File: src/rtl/core/alr_pkg.sv
package alr_pkg;

    localparam int COORD_BITS  = 10;
    localparam int FRAC_BITS   = 16;
    localparam int COLOR_BITS  = 16;
    localparam int COMP_BITS   = 5;
    localparam int ACC_BITS    = COORD_BITS + FRAC_BITS + 1;
    localparam int SLOPE_BITS  = FRAC_BITS + 2;
    localparam int DIV_BITS    = COORD_BITS + FRAC_BITS;
    localparam int DIV_CNT_BITS = $clog2(DIV_BITS + 1);
    localparam int QUEUE_DEPTH = 4;
    localparam int QUEUE_PTR_BITS = $clog2(QUEUE_DEPTH);

    // Colour layout: red at 15..11, green at 10..6, blue at 4..0.
    localparam int R_LSB = 11;
    localparam int G_LSB = 6;
    localparam int B_LSB = 0;
    localparam logic [COMP_BITS-1:0] COMP_MAX = '1;

    typedef enum logic {
        OP_START   = 1'b0,
        OP_ADVANCE = 1'b1
    } t_op;

    typedef logic [COORD_BITS-1:0] t_coord;

    // One command passed from the front end to the pixel engine.
    typedef struct packed {
        t_op                   op;
        logic                  steep;
        logic                  zero_len;
        logic                  has_interior;
        t_coord                a0;
        t_coord                b0;
        t_coord                a1;
        t_coord                b1;
        logic [SLOPE_BITS-1:0] slope;
        logic [COLOR_BITS-1:0] color;
        logic                  bright;
    } t_cmd;

    typedef struct packed {
        logic full;
        logic empty;
    } t_q_stat;

endpackage

File: src/rtl/core/alr_if.sv
interface alr_line_if import alr_pkg::*; ();
    logic                  valid;
    logic                  ready;
    logic                  operation;
    logic [COORD_BITS-1:0] start_x;
    logic [COORD_BITS-1:0] start_y;
    logic [COORD_BITS-1:0] end_x;
    logic [COORD_BITS-1:0] end_y;
    logic [COLOR_BITS-1:0] line_color;
    logic                  bright_mode;

    modport source (
        output valid, operation, start_x, start_y, end_x, end_y, line_color, bright_mode,
        input  ready
    );
    modport sink (
        input  valid, operation, start_x, start_y, end_x, end_y, line_color, bright_mode,
        output ready
    );
endinterface

interface alr_pixel_if import alr_pkg::*; ();
    logic                  valid;
    logic                  ready;
    logic [COORD_BITS-1:0] pixel_x;
    logic [COORD_BITS-1:0] pixel_y;
    logic [COLOR_BITS-1:0] pixel_color;
    logic                  only_if_differs;
    logic [COLOR_BITS-1:0] compare_color;
    logic                  line_done;

    modport source (
        output valid, pixel_x, pixel_y, pixel_color, only_if_differs, compare_color,
               line_done,
        input  ready
    );
    modport sink (
        input  valid, pixel_x, pixel_y, pixel_color, only_if_differs, compare_color,
               line_done,
        output ready
    );
endinterface

File: src/rtl/core/alr_front.sv
module alr_front import alr_pkg::*; (
    input  logic            i_clk,
    input  logic            i_rst_n,
    alr_line_if.sink        i_line,
    input  t_q_stat         i_q_stat,
    output logic            o_push_valid,
    output t_cmd            o_push_cmd
);

    typedef enum logic [1:0] {
        S_IDLE,
        S_DIV,
        S_PUSH
    } t_state;

    t_state                  r_state;
    logic [DIV_CNT_BITS-1:0] r_cnt;
    logic [COORD_BITS-1:0]   r_rem;
    logic [DIV_BITS-1:0]     r_dq;
    logic [COORD_BITS-1:0]   r_span;
    logic                    r_neg;
    t_cmd                    r_cmd;

    logic                    in_ready;
    logic                    accept;
    logic                    adv_push;

    // Orientation of a new line, worked out from the request fields.
    logic [COORD_BITS-1:0]   adx, ady, a0, b0, a1, b1, span, dmag;
    logic                    steep, neg, zero_len;

    // One restoring division step.
    logic [COORD_BITS:0]     trial;
    logic                    qbit;
    logic [COORD_BITS-1:0]   n_rem;

    logic [SLOPE_BITS-1:0]   quo;
    logic [SLOPE_BITS-1:0]   slope;

    always_comb begin
        adx = (i_line.start_x > i_line.end_x) ? i_line.start_x - i_line.end_x
                                              : i_line.end_x - i_line.start_x;
        ady = (i_line.start_y > i_line.end_y) ? i_line.start_y - i_line.end_y
                                              : i_line.end_y - i_line.start_y;
        steep    = !(adx > ady);
        zero_len = (adx == '0) && (ady == '0);
        if (!steep) begin
            a0 = i_line.start_x; b0 = i_line.start_y;
            a1 = i_line.end_x;   b1 = i_line.end_y;
        end else begin
            a0 = i_line.start_y; b0 = i_line.start_x;
            a1 = i_line.end_y;   b1 = i_line.end_x;
        end
        if (a1 < a0) begin
            {a0, a1} = {a1, a0};
            {b0, b1} = {b1, b0};
        end
        span = a1 - a0;
        neg  = b1 < b0;
        dmag = neg ? b0 - b1 : b1 - b0;
    end

    always_comb begin
        trial = {r_rem, r_dq[DIV_BITS-1]};
        qbit  = trial >= {1'b0, r_span};
        n_rem = qbit ? COORD_BITS'(trial - {1'b0, r_span}) : trial[COORD_BITS-1:0];
    end

    // The quotient never exceeds one in fixed point, so the low bits hold it.
    assign quo   = r_dq[SLOPE_BITS-1:0];
    assign slope = r_neg ? SLOPE_BITS'(0) - quo : quo;

    assign in_ready     = (r_state == S_IDLE) && !i_q_stat.full;
    assign i_line.ready = in_ready;
    assign accept       = i_line.valid && in_ready;
    assign adv_push     = accept && (i_line.operation == OP_ADVANCE);

    always_comb begin
        o_push_valid = 1'b0;
        o_push_cmd   = r_cmd;
        o_push_cmd.slope        = slope;
        o_push_cmd.has_interior = r_span >= COORD_BITS'(2);
        if (adv_push) begin
            o_push_valid = 1'b1;
            o_push_cmd   = '0;
            o_push_cmd.op = OP_ADVANCE;
        end else if (r_state == S_PUSH && !i_q_stat.full) begin
            o_push_valid = 1'b1;
        end
    end

    always_ff @(posedge i_clk) begin
        if (!i_rst_n) begin
            r_state <= S_IDLE;
            r_cnt   <= '0;
        end else begin
            unique case (r_state)
                S_IDLE: begin
                    if (accept && i_line.operation == OP_START) begin
                        r_cmd.op       <= OP_START;
                        r_cmd.steep    <= steep;
                        r_cmd.zero_len <= zero_len;
                        r_cmd.has_interior <= 1'b0;
                        r_cmd.a0       <= a0;
                        r_cmd.b0       <= b0;
                        r_cmd.a1       <= a1;
                        r_cmd.b1       <= b1;
                        r_cmd.slope    <= '0;
                        r_cmd.color    <= i_line.line_color;
                        r_cmd.bright   <= i_line.bright_mode;
                        r_span         <= span;
                        r_neg          <= neg;
                        r_rem          <= '0;
                        r_dq           <= {dmag, {FRAC_BITS{1'b0}}};
                        r_cnt          <= DIV_CNT_BITS'(DIV_BITS);
                        r_state        <= zero_len ? S_PUSH : S_DIV;
                    end
                end
                S_DIV: begin
                    r_rem <= n_rem;
                    r_dq  <= {r_dq[DIV_BITS-2:0], qbit};
                    r_cnt <= r_cnt - DIV_CNT_BITS'(1);
                    if (r_cnt == DIV_CNT_BITS'(1)) begin
                        r_state <= S_PUSH;
                    end
                end
                S_PUSH: begin
                    if (!i_q_stat.full) begin
                        r_state <= S_IDLE;
                    end
                end
                default: begin
                    r_state <= S_IDLE;
                end
            endcase
        end
    end

endmodule

File: src/rtl/core/alr_queue.sv
module alr_queue import alr_pkg::*; (
    input  logic    i_clk,
    input  logic    i_rst_n,
    input  logic    i_push_valid,
    input  t_cmd    i_push_cmd,
    input  logic    i_pop,
    output t_cmd    o_head,
    output t_q_stat o_stat
);

    t_cmd                    r_mem [QUEUE_DEPTH];
    logic [QUEUE_PTR_BITS-1:0] r_wr;
    logic [QUEUE_PTR_BITS-1:0] r_rd;
    logic [QUEUE_PTR_BITS:0]   r_count;

    logic do_push;
    logic do_pop;

    assign o_stat.full  = r_count == (QUEUE_PTR_BITS+1)'(QUEUE_DEPTH);
    assign o_stat.empty = r_count == '0;
    assign o_head       = r_mem[r_rd];
    assign do_push      = i_push_valid && !o_stat.full;
    assign do_pop       = i_pop && !o_stat.empty;

    always_ff @(posedge i_clk) begin
        if (do_push) begin
            r_mem[r_wr] <= i_push_cmd;
        end
    end

    always_ff @(posedge i_clk) begin
        if (!i_rst_n) begin
            r_wr    <= '0;
            r_rd    <= '0;
            r_count <= '0;
        end else begin
            if (do_push) begin
                r_wr <= r_wr + QUEUE_PTR_BITS'(1);
            end
            if (do_pop) begin
                r_rd <= r_rd + QUEUE_PTR_BITS'(1);
            end
            if (do_push && !do_pop) begin
                r_count <= r_count + (QUEUE_PTR_BITS+1)'(1);
            end else if (do_pop && !do_push) begin
                r_count <= r_count - (QUEUE_PTR_BITS+1)'(1);
            end
        end
    end

endmodule

File: src/rtl/core/alr_back.sv
module alr_back import alr_pkg::*; (
    input  logic         i_clk,
    input  logic         i_rst_n,
    input  t_cmd         i_head,
    input  t_q_stat      i_q_stat,
    output logic         o_pop,
    alr_pixel_if.source  o_pixel
);

    typedef struct packed {
        t_coord                x;
        t_coord                y;
        logic [COLOR_BITS-1:0] color;
        logic                  only_if_differs;
        logic [COLOR_BITS-1:0] compare_color;
        logic                  line_done;
    } t_pix;

    localparam logic [FRAC_BITS:0] FRAC_ONE = {1'b1, {FRAC_BITS{1'b0}}};

    // Scales each component by the coverage, or in bright mode adds a
    // whitening term that grows as coverage falls and saturates.
    function automatic logic [COLOR_BITS-1:0] blend(
        input logic [COLOR_BITS-1:0] color,
        input logic                  bright,
        input logic [FRAC_BITS:0]    cov
    );
        logic [COMP_BITS-1:0]   comp [3];
        logic [FRAC_BITS+5:0]   prod;
        logic [FRAC_BITS+5:0]   white;
        logic [COMP_BITS:0]     sum;
        logic [COLOR_BITS-1:0]  res;
        comp[0] = color[R_LSB +: COMP_BITS];
        comp[1] = color[G_LSB +: COMP_BITS];
        comp[2] = color[B_LSB +: COMP_BITS];
        white = (FRAC_BITS+6)'(COMP_MAX) * (FRAC_BITS+6)'(FRAC_ONE - cov);
        for (int k = 0; k < 3; k++) begin
            if (bright) begin
                sum = {1'b0, comp[k]} + {1'b0, white[FRAC_BITS +: COMP_BITS]};
                comp[k] = sum[COMP_BITS] ? COMP_MAX : sum[COMP_BITS-1:0];
            end else begin
                prod = (FRAC_BITS+6)'(comp[k]) * (FRAC_BITS+6)'(cov);
                comp[k] = prod[FRAC_BITS +: COMP_BITS];
            end
        end
        res = '0;
        res[R_LSB +: COMP_BITS] = comp[0];
        res[G_LSB +: COMP_BITS] = comp[1];
        res[B_LSB +: COMP_BITS] = comp[2];
        return res;
    endfunction

    logic                  r_active;
    logic                  r_phase;
    logic                  r_steep;
    t_coord                r_pos;
    t_coord                r_end;
    logic [ACC_BITS-1:0]   r_acc;
    logic [SLOPE_BITS-1:0] r_slope;
    logic [COLOR_BITS-1:0] r_color;
    logic                  r_bright;
    logic                  r_out_valid;
    t_pix                  r_out;

    logic                  n_active, n_phase, n_steep, n_bright;
    t_coord                n_pos, n_end;
    logic [ACC_BITS-1:0]   n_acc;
    logic [SLOPE_BITS-1:0] n_slope;
    logic [COLOR_BITS-1:0] n_color;

    logic                  can_emit;
    logic                  emit;
    t_pix                  pix;

    logic [FRAC_BITS-1:0]  frac;
    t_coord                base;
    t_coord                minor;
    logic                  last_col;
    logic [FRAC_BITS:0]    cov;
    logic [COLOR_BITS-1:0] blended;
    logic [ACC_BITS-1:0]   head_acc;

    assign can_emit = !r_out_valid || o_pixel.ready;

    assign frac     = r_acc[FRAC_BITS-1:0];
    assign base     = r_acc[FRAC_BITS +: COORD_BITS];
    assign last_col = ({1'b0, r_pos} + (COORD_BITS+1)'(1)) >= {1'b0, r_end};
    assign cov      = r_phase ? {1'b0, frac} : FRAC_ONE - {1'b0, frac};
    assign blended  = blend(r_color, r_bright, cov);
    assign minor    = r_phase ? base + COORD_BITS'(1) : base;
    assign head_acc = {1'b0, i_head.b0, {FRAC_BITS{1'b0}}}
                    + {{(ACC_BITS-SLOPE_BITS){i_head.slope[SLOPE_BITS-1]}}, i_head.slope};

    always_comb begin
        n_active = r_active;
        n_phase  = r_phase;
        n_steep  = r_steep;
        n_bright = r_bright;
        n_pos    = r_pos;
        n_end    = r_end;
        n_acc    = r_acc;
        n_slope  = r_slope;
        n_color  = r_color;
        o_pop    = 1'b0;
        emit     = 1'b0;
        pix      = '0;
        if (!i_q_stat.empty && can_emit) begin
            unique case (i_head.op)
                OP_START: begin
                    emit = 1'b1;
                    pix.color         = i_head.color;
                    pix.compare_color = i_head.color;
                    if (!r_phase) begin
                        // First endpoint; the line state is taken on here.
                        pix.x = i_head.steep ? i_head.b0 : i_head.a0;
                        pix.y = i_head.steep ? i_head.a0 : i_head.b0;
                        pix.line_done = i_head.zero_len;
                        n_steep  = i_head.steep;
                        n_color  = i_head.color;
                        n_bright = i_head.bright;
                        n_active = i_head.has_interior;
                        n_pos    = i_head.a0 + COORD_BITS'(1);
                        n_end    = i_head.a1;
                        n_slope  = i_head.slope;
                        n_acc    = head_acc;
                        if (i_head.zero_len) begin
                            o_pop = 1'b1;
                        end else begin
                            n_phase = 1'b1;
                        end
                    end else begin
                        pix.x = i_head.steep ? i_head.b1 : i_head.a1;
                        pix.y = i_head.steep ? i_head.a1 : i_head.b1;
                        pix.line_done = !i_head.has_interior;
                        o_pop   = 1'b1;
                        n_phase = 1'b0;
                    end
                end
                OP_ADVANCE: begin
                    if (!r_active) begin
                        o_pop = 1'b1;
                    end else begin
                        emit = 1'b1;
                        pix.x = r_steep ? minor : r_pos;
                        pix.y = r_steep ? r_pos : minor;
                        pix.compare_color = r_color;
                        if (frac == '0) begin
                            pix.color     = r_color;
                            pix.line_done = last_col;
                        end else begin
                            pix.color           = blended;
                            pix.only_if_differs = 1'b1;
                            pix.line_done       = r_phase && last_col;
                        end
                        if (frac == '0 || r_phase) begin
                            // Column finished: step along the line.
                            o_pop   = 1'b1;
                            n_phase = 1'b0;
                            n_acc   = r_acc
                                    + {{(ACC_BITS-SLOPE_BITS){r_slope[SLOPE_BITS-1]}}, r_slope};
                            n_pos   = r_pos + COORD_BITS'(1);
                            if (last_col) begin
                                n_active = 1'b0;
                            end
                        end else begin
                            n_phase = 1'b1;
                        end
                    end
                end
                default: begin
                    o_pop = 1'b1;
                end
            endcase
        end
    end

    always_ff @(posedge i_clk) begin
        if (!i_rst_n) begin
            r_active    <= 1'b0;
            r_phase     <= 1'b0;
            r_out_valid <= 1'b0;
        end else begin
            r_active <= n_active;
            r_phase  <= n_phase;
            if (emit) begin
                r_out_valid <= 1'b1;
            end else if (o_pixel.ready) begin
                r_out_valid <= 1'b0;
            end
        end
    end

    always_ff @(posedge i_clk) begin
        r_steep  <= n_steep;
        r_bright <= n_bright;
        r_pos    <= n_pos;
        r_end    <= n_end;
        r_acc    <= n_acc;
        r_slope  <= n_slope;
        r_color  <= n_color;
        if (emit) begin
            r_out <= pix;
        end
    end

    assign o_pixel.valid           = r_out_valid;
    assign o_pixel.pixel_x         = r_out.x;
    assign o_pixel.pixel_y         = r_out.y;
    assign o_pixel.pixel_color     = r_out.color;
    assign o_pixel.only_if_differs = r_out.only_if_differs;
    assign o_pixel.compare_color   = r_out.compare_color;
    assign o_pixel.line_done       = r_out.line_done;

endmodule

File: src/rtl/core/antialiased_line_rasterizer.sv
// Throughput: the front end takes an advance request whenever it is idle and the queue has
// room, and the pixel engine sends one pixel per cycle while the consumer does not stall
// it, so an advance whose line falls between two pixel centres sends two pixels; a start
// request holds the input while the bit-serial gradient divider runs and until its command
// enters the queue, and a zero-length line skips the divider. Reset is synchronous and
// active low; it empties the queue, drops the output and ends any line.
module antialiased_line_rasterizer import alr_pkg::*; (
    input  logic        i_clk,
    input  logic        i_rst_n,
    alr_line_if.sink    i_line,
    alr_pixel_if.source o_pixel
);

    // The front end takes each request, orders the endpoints of a new line
    // along its major axis and divides out the gradient. Commands then wait
    // in a short queue, so that advance requests keep flowing in while the
    // pixel engine is held up by a slow consumer.
    logic    push_valid;
    t_cmd    push_cmd;
    logic    pop;
    t_cmd    head;
    t_q_stat q_stat;

    alr_front u_front (
        .i_clk        (i_clk),
        .i_rst_n      (i_rst_n),
        .i_line       (i_line),
        .i_q_stat     (q_stat),
        .o_push_valid (push_valid),
        .o_push_cmd   (push_cmd)
    );

    alr_queue u_queue (
        .i_clk        (i_clk),
        .i_rst_n      (i_rst_n),
        .i_push_valid (push_valid),
        .i_push_cmd   (push_cmd),
        .i_pop        (pop),
        .o_head       (head),
        .o_stat       (q_stat)
    );

    // The pixel engine holds the line being drawn: the next major column,
    // the minor position in fixed point and the colour. It sends both
    // endpoints of a new line at full colour (one pixel for a zero-length
    // line), then for each advance request one pixel when the line falls
    // exactly on a pixel centre, otherwise two blended pixels that the
    // consumer writes only where they differ from the line colour. Its
    // output register holds a pixel steady while the consumer stalls.
    alr_back u_back (
        .i_clk    (i_clk),
        .i_rst_n  (i_rst_n),
        .i_head   (head),
        .i_q_stat (q_stat),
        .o_pop    (pop),
        .o_pixel  (o_pixel)
    );

endmodule

File: src/flat_wrapper.sv
// flat-port wrapper written by rule: the top's interface ports become plain ports
module antialiased_line_rasterizer_flat import alr_pkg::*;
  (i_clk, i_rst_n, i_line_valid, i_line_operation, i_line_start_x, i_line_start_y, i_line_end_x, i_line_end_y, i_line_line_color, i_line_bright_mode, i_line_ready, o_pixel_valid, o_pixel_pixel_x, o_pixel_pixel_y, o_pixel_pixel_color, o_pixel_only_if_differs, o_pixel_compare_color, o_pixel_line_done, o_pixel_ready);
  alr_line_if i_line_i ();
  alr_pixel_if o_pixel_i ();
  input  logic i_clk;
  input  logic i_rst_n;
  input wire logic [$bits(i_line_i.valid)-1:0] i_line_valid;
  input wire logic [$bits(i_line_i.operation)-1:0] i_line_operation;
  input wire logic [$bits(i_line_i.start_x)-1:0] i_line_start_x;
  input wire logic [$bits(i_line_i.start_y)-1:0] i_line_start_y;
  input wire logic [$bits(i_line_i.end_x)-1:0] i_line_end_x;
  input wire logic [$bits(i_line_i.end_y)-1:0] i_line_end_y;
  input wire logic [$bits(i_line_i.line_color)-1:0] i_line_line_color;
  input wire logic [$bits(i_line_i.bright_mode)-1:0] i_line_bright_mode;
  output wire logic [$bits(i_line_i.ready)-1:0] i_line_ready;
  output wire logic [$bits(o_pixel_i.valid)-1:0] o_pixel_valid;
  output wire logic [$bits(o_pixel_i.pixel_x)-1:0] o_pixel_pixel_x;
  output wire logic [$bits(o_pixel_i.pixel_y)-1:0] o_pixel_pixel_y;
  output wire logic [$bits(o_pixel_i.pixel_color)-1:0] o_pixel_pixel_color;
  output wire logic [$bits(o_pixel_i.only_if_differs)-1:0] o_pixel_only_if_differs;
  output wire logic [$bits(o_pixel_i.compare_color)-1:0] o_pixel_compare_color;
  output wire logic [$bits(o_pixel_i.line_done)-1:0] o_pixel_line_done;
  input wire logic [$bits(o_pixel_i.ready)-1:0] o_pixel_ready;
  assign i_line_i.valid = i_line_valid;
  assign i_line_i.operation = i_line_operation;
  assign i_line_i.start_x = i_line_start_x;
  assign i_line_i.start_y = i_line_start_y;
  assign i_line_i.end_x = i_line_end_x;
  assign i_line_i.end_y = i_line_end_y;
  assign i_line_i.line_color = i_line_line_color;
  assign i_line_i.bright_mode = i_line_bright_mode;
  assign i_line_ready = i_line_i.ready;
  assign o_pixel_valid = o_pixel_i.valid;
  assign o_pixel_pixel_x = o_pixel_i.pixel_x;
  assign o_pixel_pixel_y = o_pixel_i.pixel_y;
  assign o_pixel_pixel_color = o_pixel_i.pixel_color;
  assign o_pixel_only_if_differs = o_pixel_i.only_if_differs;
  assign o_pixel_compare_color = o_pixel_i.compare_color;
  assign o_pixel_line_done = o_pixel_i.line_done;
  assign o_pixel_i.ready = o_pixel_ready;
  antialiased_line_rasterizer u_core (.i_clk(i_clk), .i_rst_n(i_rst_n), .i_line(i_line_i), .o_pixel(o_pixel_i));
endmodule
File: config.mk
export PLATFORM = sky130hd
export DESIGN_NAME = antialiased_line_rasterizer_flat
export DESIGN_NICKNAME = d
export VERILOG_FILES = /design/src/rtl/core/alr_pkg.sv /design/src/rtl/core/alr_if.sv /design/src/rtl/core/alr_front.sv /design/src/rtl/core/alr_queue.sv /design/src/rtl/core/alr_back.sv /design/src/rtl/core/antialiased_line_rasterizer.sv /design/src/flat_wrapper.sv
export SDC_FILE = /design/constraint.sdc
export NUM_CORES = 2
export LEC_CHECK = 0
export BUFFER_PORTS_ARGS = -buffer_cell sky130_fd_sc_hd__buf_2
export CAP_MARGIN = 20
export CORE_MARGIN = 3
export CORE_UTILIZATION = 55
export CTS_CLUSTER_DIAMETER = 150
export DETAILED_ROUTE_END_ITERATION = 8
export MAX_ROUTING_LAYER = met4
export PLACE_DENSITY = 0.84
export SYNTH_ARGS = -nofsm -noshare
export SYNTH_HDL_FRONTEND = slang
export SYNTH_SLANG_ARGS = --single-unit
File: constraint.sdc
create_clock -name i_clk -period 13.1 [get_ports i_clk]
set_clock_uncertainty 0.15 [all_clocks]
set_input_delay 0.655 -clock i_clk [delete_from_list [all_inputs] [get_ports i_clk]]
set_output_delay 0.655 -clock i_clk [all_outputs]
set_load 0.01 [all_outputs]
==> run summary <==
CTS
--------------------------------------------------------------------------------------------------------
Hold buffer count at cts                                                                               0
Clock latency of the later-clocked register in the worst-skew pair                                620 ps
Postcts setup bufs                                                                                     0
Post-CTS clock slew at the launch and capture registers of the worst setup and hold paths          60 ps
Maximum buffer depth of the clock tree                                                                 3
TritonCTS clock tree                                                                               built
Clk sink count                                                                                       577
Num CTS Buffers                                                                                       57
Total of cells resized after clock tree synthesis                                                      0
Number of H-tree levels                                                                                2
Clk root buf                                                                                   clkbuf_16

FINISH
--------------------------------------------------------------------------------------------------------
Final instance area                                                                            42900 µm²
Area delta synth->final                                                                            9.28%
Number of nets in the finished design                                                               4060
Fraction of final layout cells sized beyond drive strength 1                                       11.9%
Layout filler cell count                                                                            5304
Ant diodes                                                                                             0
Finished Layout Cells                                                                               4529

MIN PATH
--------------------------------------------------------------------------------------------------------
Worst hold path type                                                                           in -> reg
Hold_sp                                                                                     i_line_line_color[5]
Hold-critical path depth                                                                               1
Hold-critical path endpoint                                                                 u_core.u_front.r_cmd[6]

CRITICAL PATH
--------------------------------------------------------------------------------------------------------
Endpoint required time on the critical path                                                     13310 ps
CP max FO                                                                                             47
CP max stage delay                                                                                800 ps
Element type at the critical path end                                                          flip-flop
Capture point of the worst reg-to-reg path                                                  u_core.u_back.o_pixel.pixel_color[6]
Library cell appearing most often on the critical path                                             inv_1
Origin of the critical flop-to-flop path                                                    u_core.u_back.r_acc[0]
WP data arrival                                                                                 11710 ps
Cell family with the largest share of critical-path delay                                   compound AO/OA/AOI/OAI gates
Cells on worst reg2reg path                                                                           36
Register-to-register path setup slack                                                            3110 ps
Critical path's slowest cell                                                                      nor2_4
Number of buffers and inverters on the critical path                                                   8
Critical Path Source Type                                                                      input pin
Setup Crit Path Kind                                                                           in -> reg

FLOORPLAN
--------------------------------------------------------------------------------------------------------
Vertical die dimension                                                                            273 µm
Std-Cell Rows                                                                                         97
Floorplan Core Area                                                                            70400 µm²
I/O pin count                                                                                        118
Horizontal die dimension                                                                          273 µm
Total die area                                                                                 74600 µm²
Effective utilization at floorplan                                                                 55.7%

STA
--------------------------------------------------------------------------------------------------------
Hold Violations, Final                                                                                 0
Clock period minus worst slack                                                                  11510 ps
Min Hold Slack                                                                                   64.6 ps
Upper clock frequency limit                                                                   0.0869 GHz
Slew at the pin with the worst max-slew slack                                                    1060 ps
Number of failing setup endpoints in the final timing report                                           0
Pins Over Slew Limit                                                                                   0
Slew Limit Headroom                                                                                29.0%
Crit share post-route                                                                              87.8%
Total Negative Setup Slacks                                                                         0 ps
Unrepaired setup endpoints after global routing                                                       no

SYNTH
--------------------------------------------------------------------------------------------------------
Post-synthesis cell type with the largest combined area                                         edfxtp_1
Post-Syn Nets                                                                                       3977
#FFs+latches synth                                                                                   577
Share of the synthesized area in the top cell type                                                 42.7%
Number of synthesized flops with an enable pin                                                       558
Commonest register cell after synthesis                                                         edfxtp_1
Syn Std Cell Area                                                                              39200 µm²
Fraction of the yosys area taken by sequential cells                                               43.7%
Fraction of registers with async set or reset after synthesis                                         0%
Synth area leaders                                                                          edfxtp_1, fa_1, ha_1
Number of different library cells in the post-synthesis netlist                                       91
Synthesis warning total                                                                                0
Mean Syn Cell Area                                                                              11.3 µm²
Gate count after technology mapping                                                                 3459

JOB
--------------------------------------------------------------------------------------------------------
Number of max-cap violations                                                                           0

GLOBAL ROUTING
--------------------------------------------------------------------------------------------------------
Met3 GRT Util                                                                                      3.14%
Antenna violations before repair                                                                       0
Met1 GRT Util                                                                                      33.3%
Global-route wire length before repair                                                         154000 µm
GRT Residual Overflow                                                                                  0
Global-route total usage across every layer                                                        27.1%
Vias in the first global route                                                                     28100
Layer carrying the most global-route usage                                                          met2
Met2 track utilization from global routing                                                         45.4%
Pin count of the biggest net entering global routing                                                  68

ROUTING
--------------------------------------------------------------------------------------------------------
Number of DRC violations after detailed routing                                                        0
DR vias                                                                                            27600
Remaining number of nets flagged by the antenna check after routing                                    0
Detailed Routing Iterations Pass 1                                                                     6
Number of design-rule violations left by the first detailed-router iteration                        2814
Avg WL per Cell                                                                                  21.7 µm
Total length of routed wires                                                                    98200 µm
Via-to-Cell Ratio                                                                                   6.09

PLACEMENT
--------------------------------------------------------------------------------------------------------
Count of buffers inserted at the top-level ports                                                     117
Final weighted congestion of routability-driven global placement                                   0.977
Placed wire-length estimate after detailed placement                                            69200 µm
Cell area reported after detailed placement                                                    40900 µm²
Placed cell count                                                                                   4421

STATUS
--------------------------------------------------------------------------------------------------------
Status                                                                                      complete, no violations

-- placed cells by master (no fill, tap or decap), types with 10 or more instances in the layout --
master | Yosys | layout
nand2b_1 | 22 | 22
mux2i_1 | 40 | 40
o21ai_0 | 119 | 118
nand2_1 | 355 | 355
a21o_1 | 62 | 62
mux4_2 | 92 | 92
mux2_2 | 23 | 23
edfxtp_1 | 558 | 558
a21boi_0 | 10 | 10
o221ai_1 | 14 | 14
ha_1 | 269 | 269
o211ai_1 | 37 | 37
o21a_1 | 12 | 12
dfxtp_1 | 19 | 16
fa_1 | 187 | 187
nand4_1 | 16 | 16
buf_4 | 1 | 52
a31oi_1 | 22 | 22
buf_2 | 5 | 117
nand3_1 | 44 | 43
a211oi_1 | 21 | 20
a21oi_1 | 175 | 175
a22oi_1 | 20 | 20
and2_1 | 201 | 196
nor2_1 | 204 | 203
inv_1 | 344 | 343
xnor2_1 | 96 | 95
and3_1 | 18 | 18
clkbuf_16 | 0 | 57
nor3_1 | 42 | 41
or3_1 | 20 | 20
clkinv_1 | 0 | 15
nor2b_1 | 28 | 26
xor2_1 | 85 | 83
-- worst max-delay path by stage --
stage | from | endpoint | slack [ps] | depth (start not counted)
floorplan | i_line_start_y[0] | u_core.u_front.r_dq[22] | 1760 | 55
global placement | i_line_start_y[0] | u_core.u_front.r_dq[24] | 1390 | 41
detailed placement | i_line_start_y[0] | u_core.u_front.r_dq[18] | 1120 | 45
CTS | i_line_start_y[0] | u_core.u_front.r_dq[24] | 1700 | 41
global route | i_line_start_y[0] | u_core.u_front.r_dq[19] | 680 | 45
finish | i_line_start_y[0] | u_core.u_front.r_dq[22] | 1590 | 45
-- worst register-to-register path, delay by kind of cell, from the launching register on --
family	cells	cell delay, ps
and+or+nand+nor	11	3110
adders and majority gates	6	2480
AOI/OAI and AO/OA	11	1960
buffers and inverters	6	800
DFF	1	730
xor gates and xnor gates	2	480
-- synth_stat cells (6+ instances only) --
cell and instances:
or4_1 6, or3_1 20, o221ai_1 14, a22oi_1 20, a31o_2 8, a21o_1 62, nor4_1 7, o21ai_0 119
and3_1 18, nand3_1 44, and2_1 201, ha_1 269, nor2_1 204, a31oi_1 22, nor2b_1 28, nand2_1 355
xor2_1 85, clkbuf_1 111, dfxtp_1 19, o21a_1 12, xnor2_1 96, o2111ai_1 6, nor3b_1 7, edfxtp_1 558
mux2_2 23, inv_1 344, buf_1 27, o211ai_1 37, fa_1 187, a21oi_1 175, mux2i_1 40, mux4_2 92
a211oi_1 21, a21boi_0 10, o31ai_1 10, nand2b_1 22, nand4_1 16, nor3_1 42, o21bai_1 8, nand3b_1 6
-- flip-flops by register name (all words and copies together) (netlist names), 16 cells and up, named ones only --
name,flops
u_core.u_back.o_pixel.pixel_color,16
u_core.u_back.r_acc,26
u_core.u_back.r_color,16
u_core.u_queue.r_mem,316
u_core.u_front.r_dq,26
u_core.u_back.r_slope,18
u_core.u_back.o_pixel.compare_color,16
u_core.u_front.r_cmd,59
-- final cells by class --
cell class                 count  area [µm²]  area share, %
multi-input combinational   2390       20300           47.4
sequential                   577       17100           40.0
clock buffer                  67        1470           3.44
inverter                     345        1300           3.03
tap                          940        1180           2.74
timing repair buffer         171        1020           2.38
clock inverter                39         444           1.04
-- per-stage QoR --
stage,setup slack (ps),utilization (%)
finish,1590,60.9
global placement,1390,58.1
CTS,1700,60.8
detailed placement,1120,58.1
global route,684,60.9
floorplan,1760,-
-- cells by family (layout without fill, tap and decap cells) --
group / count (synthesis) / in the layout / share of synthesized area [%]
AOI/OAI and AO/OA: 592 / 592 / 9.85
xor gates and xnor gates: 182 / 182 / 4.10
adders and majority gates: 459 / 459 / 18.2
buffers and inverters: 492 / 622 / 4.80
DFF: 577 / 577 / 43.7
muxes: 156 / 156 / 7.00
and+or+nand+nor: 1001 / 1001 / 12.4
-- metal layers --
metal / up-vias / share of wire, %
met2: 1360 / 49
met3: 305 / 7.1
li1: 12400 / -
met1: 13500 / 39
met5: - / 0
met4: 0 / 5.0
Power is not shown: default switching activity piles up to over one toggle a cycle in this logic, so the estimate is an artifact.
